### src/rtl/core/scb_pkg.sv
`timescale 1ns / 1ps
package scb_pkg;

   localparam int DEF_MAX_CHUNKS  = 4096;
   localparam int DEF_MAX_SAMPLES = 65536;

   localparam int POS_W        = 48;
   localparam int SIZE_W       = 31;
   localparam int CHUNK_OUT_W  = 13;
   localparam int RUN_CNT_W    = 17;
   localparam int SAMPLE_OUT_W = 17;
   localparam int SUM_W        = 47;
   localparam int OFFSET32_W   = 32;
   localparam int RUN_PAIR     = 2;

   localparam int REQ_DATA_W = 128;
   localparam int RSP_DATA_W = 112;

   localparam logic [RUN_CNT_W-1:0] RUN_CNT_MAX = {RUN_CNT_W{1'b1}};
   localparam logic [SUM_W-1:0]     SUM_MAX     = {SUM_W{1'b1}};

   typedef enum logic {
      ST_IDLE,
      ST_EXEC
   } ctrl_state_type;

   typedef struct packed {
      logic load;
      logic exec;
   } dp_cmd_type;

   typedef struct packed {
      logic out_blocked;
   } dp_status_type;

endpackage

### src/rtl/core/scb_ctrl.sv
`timescale 1ns / 1ps
module scb_ctrl (
   input  logic                  clock,
   input  logic                  reset,
   input  logic                  req_tvalid,
   output logic                  req_tready,
   input  scb_pkg::dp_status_type status,
   output scb_pkg::dp_cmd_type    cmd
);
   import scb_pkg::*;

   ctrl_state_type state_ff;
   ctrl_state_type state_in;

   always_ff @(posedge clock) begin
      if (reset) begin
         state_ff <= ST_IDLE;
      end else begin
         state_ff <= state_in;
      end
   end

   always_comb begin
      state_in   = state_ff;
      cmd        = '0;
      req_tready = 1'b0;
      case (state_ff)
         ST_IDLE: begin
            req_tready = 1'b1;
            if (req_tvalid) begin
               cmd.load = 1'b1;
               state_in = ST_EXEC;
            end
         end
         ST_EXEC: begin
            // wait here while the result register still holds an untaken word
            if (!status.out_blocked) begin
               cmd.exec = 1'b1;
               state_in = ST_IDLE;
            end
         end
         default: begin
            state_in = ST_IDLE;
         end
      endcase
   end

endmodule

### src/rtl/core/scb_datapath.sv
`timescale 1ns / 1ps
module scb_datapath #(
   parameter int MAX_CHUNKS  = scb_pkg::DEF_MAX_CHUNKS,
   parameter int MAX_SAMPLES = scb_pkg::DEF_MAX_SAMPLES
) (
   input  logic                             clock,
   input  logic                             reset,
   input  scb_pkg::dp_cmd_type              cmd,
   output scb_pkg::dp_status_type           status,
   input  logic [scb_pkg::POS_W-1:0]        sample_position,
   input  logic [scb_pkg::POS_W-1:0]        previous_end,
   input  logic [scb_pkg::SIZE_W-1:0]       sample_size,
   output logic                             rsp_tvalid,
   input  logic                             rsp_tready,
   output logic [scb_pkg::RSP_DATA_W-1:0]   rsp_tdata
);
   import scb_pkg::*;

   localparam int CCW       = $clog2(MAX_CHUNKS + 1);
   localparam int CAW       = $clog2(MAX_CHUNKS);
   localparam int SCW       = $clog2(MAX_SAMPLES + 1);
   localparam int SAW       = $clog2(MAX_SAMPLES);
   localparam int SUM_EXT_W = SUM_W + 1;

   // tables
   logic [POS_W-1:0]     chunk_mem     [MAX_CHUNKS];
   logic [CCW-1:0]       run_first_mem [MAX_CHUNKS];
   logic [RUN_CNT_W-1:0] run_cnt_mem   [MAX_CHUNKS];
   logic [SIZE_W-1:0]    size_mem      [MAX_SAMPLES];

   // latched input word
   logic [POS_W-1:0]  pos_ff;
   logic [POS_W-1:0]  prev_pos_ff;
   logic [SIZE_W-1:0] size_ff;

   // counters and flags
   logic [CCW-1:0]       cc_ff, cc_in;
   logic [CCW-1:0]       rc_ff, rc_in;
   logic [RUN_CNT_W-1:0] last_ff, last_in;
   logic [RUN_CNT_W-1:0] prev_ff, prev_in;
   logic [SCW-1:0]       sc_ff, sc_in;
   logic [SIZE_W-1:0]    lsize_ff, lsize_in;
   logic                 same_ff, same_in;
   logic [SUM_W-1:0]     sum_ff, sum_in;
   logic                 wide_ff, wide_in;
   logic                 ovf_ff, ovf_in;

   logic                  rsp_valid_ff, rsp_valid_in;
   logic [RSP_DATA_W-1:0] rsp_data_ff, rsp_data_in;

   logic                 new_chunk;
   logic                 drop;
   logic [CCW-1:0]       rc_dec;
   logic [CCW-1:0]       rc_mid;
   logic                 chunk_we;
   logic                 first_we;
   logic                 cnt_we;
   logic [CAW-1:0]       cnt_waddr;
   logic [RUN_CNT_W-1:0] cnt_wdata;
   logic                 size_we;
   logic [SUM_EXT_W-1:0] sum_add;
   logic [RUN_CNT_W-1:0] last_out;

   assign rc_dec  = rc_ff - CCW'(1);
   assign sum_add = {1'b0, sum_ff} + SUM_EXT_W'(size_ff);

   always_comb begin
      cc_in     = cc_ff;
      rc_in     = rc_ff;
      last_in   = last_ff;
      prev_in   = prev_ff;
      sc_in     = sc_ff;
      lsize_in  = lsize_ff;
      same_in   = same_ff;
      sum_in    = sum_ff;
      wide_in   = wide_ff;
      ovf_in    = ovf_ff;
      new_chunk = 1'b0;
      drop      = 1'b0;
      rc_mid    = rc_ff;
      chunk_we  = 1'b0;
      first_we  = 1'b0;
      cnt_we    = 1'b0;
      cnt_waddr = rc_dec[CAW-1:0];
      cnt_wdata = last_ff;
      size_we   = 1'b0;
      if (cmd.exec) begin
         if (pos_ff == prev_pos_ff && rc_ff != '0) begin
            // sample continues the current chunk
            if (last_ff != RUN_CNT_MAX) begin
               last_in = last_ff + RUN_CNT_W'(1);
            end
            cnt_we    = 1'b1;
            cnt_wdata = last_in;
         end else begin
            new_chunk = 1'b1;
            if (pos_ff[POS_W-1:OFFSET32_W] != '0) begin
               wide_in = 1'b1;
            end
            if (cc_ff == CCW'(MAX_CHUNKS)) begin
               ovf_in = 1'b1;
            end else begin
               chunk_we = 1'b1;
               cc_in    = cc_ff + CCW'(1);
               drop     = (rc_ff >= CCW'(RUN_PAIR)) && (last_ff == prev_ff);
               rc_mid   = drop ? rc_dec : rc_ff;
               if (rc_mid == CCW'(MAX_CHUNKS)) begin
                  ovf_in = 1'b1;
                  rc_in  = rc_mid;
                  if (drop) begin
                     last_in = prev_ff;
                  end
               end else begin
                  first_we  = 1'b1;
                  cnt_we    = 1'b1;
                  cnt_waddr = rc_mid[CAW-1:0];
                  cnt_wdata = RUN_CNT_W'(1);
                  rc_in     = rc_mid + CCW'(1);
                  last_in   = RUN_CNT_W'(1);
                  if (!drop) begin
                     prev_in = last_ff;
                  end
               end
            end
         end

         // size bookkeeping
         sum_in = sum_add[SUM_W] ? SUM_MAX : sum_add[SUM_W-1:0];
         if (same_ff && sc_ff != '0 && lsize_ff != size_ff) begin
            same_in = 1'b0;
         end
         if (sc_ff == SCW'(MAX_SAMPLES)) begin
            ovf_in = 1'b1;
         end else begin
            size_we  = 1'b1;
            sc_in    = sc_ff + SCW'(1);
            lsize_in = size_ff;
         end
      end
   end

   assign last_out = (rc_in != '0) ? last_in : '0;

   always_comb begin
      rsp_data_in = {1'b0, ovf_in, wide_in, sum_in, same_in,
                     SAMPLE_OUT_W'(sc_in), last_out,
                     CHUNK_OUT_W'(rc_in), CHUNK_OUT_W'(cc_in), new_chunk};
      if (cmd.exec) begin
         rsp_valid_in = 1'b1;
      end else if (rsp_tready) begin
         rsp_valid_in = 1'b0;
      end else begin
         rsp_valid_in = rsp_valid_ff;
      end
   end

   always_ff @(posedge clock) begin
      if (reset) begin
         cc_ff        <= '0;
         rc_ff        <= '0;
         last_ff      <= '0;
         prev_ff      <= '0;
         sc_ff        <= '0;
         lsize_ff     <= '0;
         same_ff      <= 1'b1;
         sum_ff       <= '0;
         wide_ff      <= 1'b0;
         ovf_ff       <= 1'b0;
         rsp_valid_ff <= 1'b0;
      end else begin
         cc_ff        <= cc_in;
         rc_ff        <= rc_in;
         last_ff      <= last_in;
         prev_ff      <= prev_in;
         sc_ff        <= sc_in;
         lsize_ff     <= lsize_in;
         same_ff      <= same_in;
         sum_ff       <= sum_in;
         wide_ff      <= wide_in;
         ovf_ff       <= ovf_in;
         rsp_valid_ff <= rsp_valid_in;
      end
   end

   always_ff @(posedge clock) begin
      if (cmd.load) begin
         pos_ff      <= sample_position;
         prev_pos_ff <= previous_end;
         size_ff     <= sample_size;
      end
      if (cmd.exec) begin
         rsp_data_ff <= rsp_data_in;
      end
   end

   always_ff @(posedge clock) begin
      if (chunk_we) begin
         chunk_mem[cc_ff[CAW-1:0]] <= pos_ff;
      end
      if (first_we) begin
         run_first_mem[rc_mid[CAW-1:0]] <= cc_in;
      end
      if (cnt_we) begin
         run_cnt_mem[cnt_waddr] <= cnt_wdata;
      end
      if (size_we) begin
         size_mem[sc_ff[SAW-1:0]] <= size_ff;
      end
   end

   assign status.out_blocked = rsp_valid_ff && !rsp_tready;
   assign rsp_tvalid         = rsp_valid_ff;
   assign rsp_tdata          = rsp_data_ff;

endmodule

### src/rtl/core/sample_chunk_table_builder.sv
`timescale 1ns / 1ps
// Sample and chunk table builder for a media file track.
// Input channel req_*: one word per written sample (position, previous end
// position, size). Result channel rsp_*: exactly one word per sample with
// the new-chunk mark, table counts, running byte total and sticky flags.
// Chunk offsets, sample-to-chunk runs and sample sizes are kept in internal
// tables; a full table drops the append and raises the overflow flag.
// A word accepted in the idle state is loaded into the input registers;
// its result is registered in the update state once the result register
// is free or being taken. Words are handled one at a time: the controller
// captures a word, then updates the tables and the last run entry.
// The result register lets the next word be captured while a result waits.
// Receiver stall: a held result keeps rsp_tdata stable; a second finished
// word waits in the update state and req_tready stays low until it moves.
// Reset (synchronous): counters, byte total and flags clear, the uniform
// flag sets, rsp_tvalid drops. Table contents are not cleared; only entries
// below their counts are meaningful, so no clearing pass is needed.
module sample_chunk_table_builder #(
   parameter int MAX_CHUNKS  = scb_pkg::DEF_MAX_CHUNKS,
   parameter int MAX_SAMPLES = scb_pkg::DEF_MAX_SAMPLES
) (
   input  logic                           clock,
   input  logic                           reset,
   input  logic                           req_tvalid,
   output logic                           req_tready,
   // sample_position[47:0], previous_end[95:48], sample_size[126:96], pad
   input  logic [scb_pkg::REQ_DATA_W-1:0] req_tdata,
   output logic                           rsp_tvalid,
   input  logic                           rsp_tready,
   // new_chunk[0], chunk_total[13:1], run_entries[26:14],
   // samples_in_chunk[43:27], sample_total[60:44], uniform_size[61],
   // bytes_total[108:62], wide_offsets[109], table_overflow[110], pad
   output logic [scb_pkg::RSP_DATA_W-1:0] rsp_tdata
);
   import scb_pkg::*;

   dp_cmd_type    cmd;
   dp_status_type status;

   scb_ctrl u_ctrl (
      .clock      (clock),
      .reset      (reset),
      .req_tvalid (req_tvalid),
      .req_tready (req_tready),
      .status     (status),
      .cmd        (cmd)
   );

   scb_datapath #(
      .MAX_CHUNKS  (MAX_CHUNKS),
      .MAX_SAMPLES (MAX_SAMPLES)
   ) u_datapath (
      .clock           (clock),
      .reset           (reset),
      .cmd             (cmd),
      .status          (status),
      .sample_position (req_tdata[POS_W-1:0]),
      .previous_end    (req_tdata[2*POS_W-1:POS_W]),
      .sample_size     (req_tdata[2*POS_W+SIZE_W-1:2*POS_W]),
      .rsp_tvalid      (rsp_tvalid),
      .rsp_tready      (rsp_tready),
      .rsp_tdata       (rsp_tdata)
   );

endmodule

### config.mk
export PLATFORM = sky130hd
export DESIGN_NAME = sample_chunk_table_builder
export DESIGN_NICKNAME = d
export VERILOG_FILES = /design/src/rtl/core/scb_pkg.sv /design/src/rtl/core/scb_ctrl.sv /design/src/rtl/core/scb_datapath.sv /design/src/rtl/core/sample_chunk_table_builder.sv
export SDC_FILE = /design/constraint.sdc
export NUM_CORES = 1
export LEC_CHECK = 0
export BUFFER_PORTS_ARGS = -buffer_cell sky130_fd_sc_hd__buf_2
export CAP_MARGIN = 0
export CELL_PAD_IN_SITES_DETAIL_PLACEMENT = 1
export CELL_PAD_IN_SITES_GLOBAL_PLACEMENT = 1
export CORE_UTILIZATION = 41
export CTS_CLUSTER_DIAMETER = 40
export CTS_CLUSTER_SIZE = 8
export DETAILED_ROUTE_END_ITERATION = 7
export PLACE_DENSITY_LB_ADDON = 0.1
export SLEW_MARGIN = 10
export SYNTH_ARGS = -nofsm -noshare
export SYNTH_HDL_FRONTEND = slang
export SYNTH_SLANG_ARGS = --single-unit
### constraint.sdc
create_clock -name clock -period 7.3 [get_ports clock]
set_input_delay 1.46 -clock clock [delete_from_list [all_inputs] [get_ports clock]]
set_output_delay 1.46 -clock clock [all_outputs]
set_load 0.01 [all_outputs]
==> flow_metrics.py <==
metrics = {
    "timing": {
        "setup_viol": 0,
        "layout_min_cycle_time_ns": 5.81,
        "whs_ns": 0.465,
        "slew_violations": 0,
        "finalCritPeriodShare_pct": 79.5,
        "grt_setup_unrepaired": "no",
        "hold_viol_final": 0,
        "postLayoutSetupSlackWorst_ns": 1.49,
        "fin_worst_skew_ns": 0.0212,
        "slew_headroom_pct": 25.6,
        "fmax_mhz": 172,
        "final.setup.tns_ns": 0,
        "worst_pin_slew_ns": 1.11,
    },
    "power": {
        "switching_share_pct": 31.7,
        "leakage_nw": 8.72,
        "clkPwrFrac_pct": 40.2,
        "p_seq_share_pct": 33.5,
        "switchingPower_mw": 2.58,
        "power.internal_mw": 5.56,
        "ir_drop_uv": 218,
        "power_density_nw_per_um2": 371,
        "p_comb_share_pct": 26.3,
    },
    "placed_design": {
        "port_buffers": 243,
        "routabilityCongestion": 0.889,
        "dp_hpwl_um": 33200,
        "place_inst": 2313,
        "dp_slack_ns": 1.59,
        "post_dp_cell_area_sq_um": 19500,
    },
    "die": {
        "rows": 75,
        "io_pins": 246,
        "initial_core_util_pct": 41.9,
        "die_h_um": 210,
        "die_width_um": 210,
        "die_area_sq_um": 44000,
        "core_sq_um": 42200,
    },
    "synthesis": {
        "syn_area_per_cell_sq_um": 11.3,
        "synth-seq-cells": 398,
        "netlist_instances": 1574,
        "yosys_warnings": 0,
        "ys.flop_type": "edfxtp_1",
        "netlist_area_sq_um": 17700,
        "synth_edf_count": 238,
        "syn_nets": 1746,
        "synth.distinct_cells": 79,
        "synth-seq-area-share_pct": 58.4,
        "async_flop_share_pct": 0,
    },
    "route": {
        "via_count": 13100,
        "ant_nets": 0,
        "drt_first_pass_iters": 5,
        "drtIter0Drc": 688,
        "drt_wl_total_um": 47500,
        "drc": 0,
        "route.detailed.wl_per_inst_um": 19.4,
        "viasPerCell": 5.35,
    },
    "clocking": {
        "cts.sinks": 398,
        "clkLatencyLatePin_ns": 0.59,
        "post_cts_buffers": 0,
        "clockRootBuffer": "clkbuf_16",
        "clk_pin_slew_ns": 0.05,
        "cts-buffers-inserted": 74,
        "cts_tree": "built",
        "hold_buffers": 0,
        "clock_path_buffers": 3,
        "cts-htree-levels": 3,
        "post_cts_resize_count": 0,
    },
    "flow_run": {
        "drv_cap": 0,
    },
    "finish": {
        "nets": 2022,
        "multi_input_area_sq_um": 6980,
        "drive_gt1_share_pct": 20.5,
        "final_cells": 2452,
        "seq_area_sq_um": 10300,
        "fillers": 4558,
        "stdcell_area_sq_um": 21900,
        "area_growth_syn_to_layout_pct": 23.8,
    },
    "setup_path": {
        "critPathArrivalTime_ns": 6.12,
        "end_kind": "flop",
        "crit_fanout": 17,
        "slowest_stage": "nand3_1",
        "crit_chain": "xnor2_1 -> nand3_1 -> nor3_1 -> nand3_1 -> o21ai_0 -> ha_1 -> inv_1 -> nor4_1 -> a41oi_1 -> or3_1 -> o32a_4 -> or3_1 -> a21oi_1 -> xnor2_1 -> nand4_1 -> nor4_4 -> buf_4 -> nor2_1",
        "startpoint_type": "flop",
        "cpPeakStageDelay_ns": 0.59,
        "worstPathRequired_ns": 7.61,
        "path_class": "flop to flop",
    },
    "global_routing": {
        "antenna_found_initial": 3,
        "grt_usage_pct": 21.9,
        "overflow": 0,
        "grt_max_degree": 128,
        "grt_pass1_vias": 13800,
        "grt_pass1_wl_um": 75200,
    },
    "hold_path": {
        "min_path_type": "flop to flop",
    },
    "status": {
        "outcome": "finished, final reports clean",
    },
}
-- per-stage QoR --
step	total power, mW	util (%)
global placement	4.85	46.2
detailed placement	4.90	46.2
floorplan	4.31	-
CTS	8.23	51.9
global route	8.55	51.9
finish	8.15	51.9
-- cells by family after synthesis --
family,share of synthesized area [%]
other cells,0.0212
compound gates,10.1
fa+ha+maj,2.87
simple gates,16.4
mux,1.14
xor+xnor,8.75
flops,58.4
buf+inv,2.23
-- final timing paths --
kind	startpoint	to	slack, ns	cells past startpoint
max reg2reg	u_datapath.last_ff[3]	u_datapath.rsp_tdata[39]	1.49	18
max	u_datapath.last_ff[3]	u_datapath.rsp_tdata[39]	1.49	18
min reg2reg	u_datapath.lsize_ff[27]	u_datapath.lsize_ff[27]	0.46	2
min	u_datapath.lsize_ff[27]	u_datapath.lsize_ff[27]	0.46	2
-- cell usage after synthesis (19+ instances only) --
cell type  count  area [sq um]
mux2i_1       19           190
o21ai_0       37           185
dfxtp_1      160          3200
edfxtp_1     238          7150
inv_1         37           139
nor3_1        25           125
and2_1        85           532
nor2_1       122           458
a21o_1        26           195
ha_1          39           488
nor4_1        41           257
xor2_1        73           639
clkbuf_1      45           169
nand3_1       42           210
nand4_1       32           200
a31oi_1       42           263
nand2_1      133           499
a21oi_1       99           495
xnor2_1      102           893
and3_1        28           175
-- cells in the final DEF (no fill, tap or decap), types with 36 or more instances in the layout --
cell type and n:
a21oi_1 98, a31oi_1 42, and2_1 85, buf_2 243, clkbuf_16 78, dfxtp_1 160, edfxtp_1 238, ha_1 39
inv_1 36, nand2_1 133, nand3_1 42, nor2_1 122, nor4_1 41, o21ai_0 36, xnor2_1 102, xor2_1 73
-- registers in the layout, indices dropped and copies added (netlist names) --
signal and cells:
u_datapath.rc_ff 13, u_datapath.sum_ff 47, u_datapath.same_ff 1, u_datapath.prev_ff 17, u_ctrl.state_ff 1, u_datapath.rsp_tdata 111, u_datapath.rsp_tvalid 1, u_datapath.last_ff 17
u_datapath.wide_ff 1, u_datapath.pos_ff 48, u_datapath.sc_ff 17, u_datapath.size_ff 31, u_datapath.ovf_ff 1, u_datapath.lsize_ff 31, u_datapath.prev_pos_ff 48, u_datapath.cc_ff 13
-- power groups by stage --
stage	registers [mW]	logic, mW	clock network, mW
2_1_floorplan	2.76	1.55	0
6_report	2.73	2.14	3.28
3_5_place_dp	2.77	2.13	0
4_1_cts	2.73	2.14	3.36
3_3_place_gp	2.76	2.09	0
5_1_grt	2.75	2.36	3.45
-- layout make-up --
type                    instances  share of cell area (%)
clock inverters                29                    1.36
inverters                      38                   0.673
flip-flops and latches        398                    47.2
multi-input cells            1080                    31.8
well taps                     539                    3.08
repair buffers                258                    6.12
clock buffers                 106                    9.70
diodes                          4                  0.0456
-- worst max-delay path: cells and delay by family (launching register included) --
| kind | cells | cell delay (ns) |
|---|---|---|
| buffers and inverters | 2 | 0.41 |
| xor gates and xnor gates | 2 | 0.48 |
| adders and majority gates | 1 | 0.40 |
| DFF | 1 | 0.36 |
| AOI/OAI and AO/OA | 4 | 0.88 |
| and+or+nand+nor | 9 | 2.98 |
-- metal layers --
layer  vias up  GRT usage (%)  wire [um]
li1       6304              -          -
met1      6456           27.3      20500
met2       274           37.7      23800
met3        77           3.62       1850
met4         0           8.63       1270
met5         -              0          0
Power figures use the tool's default switching activity.
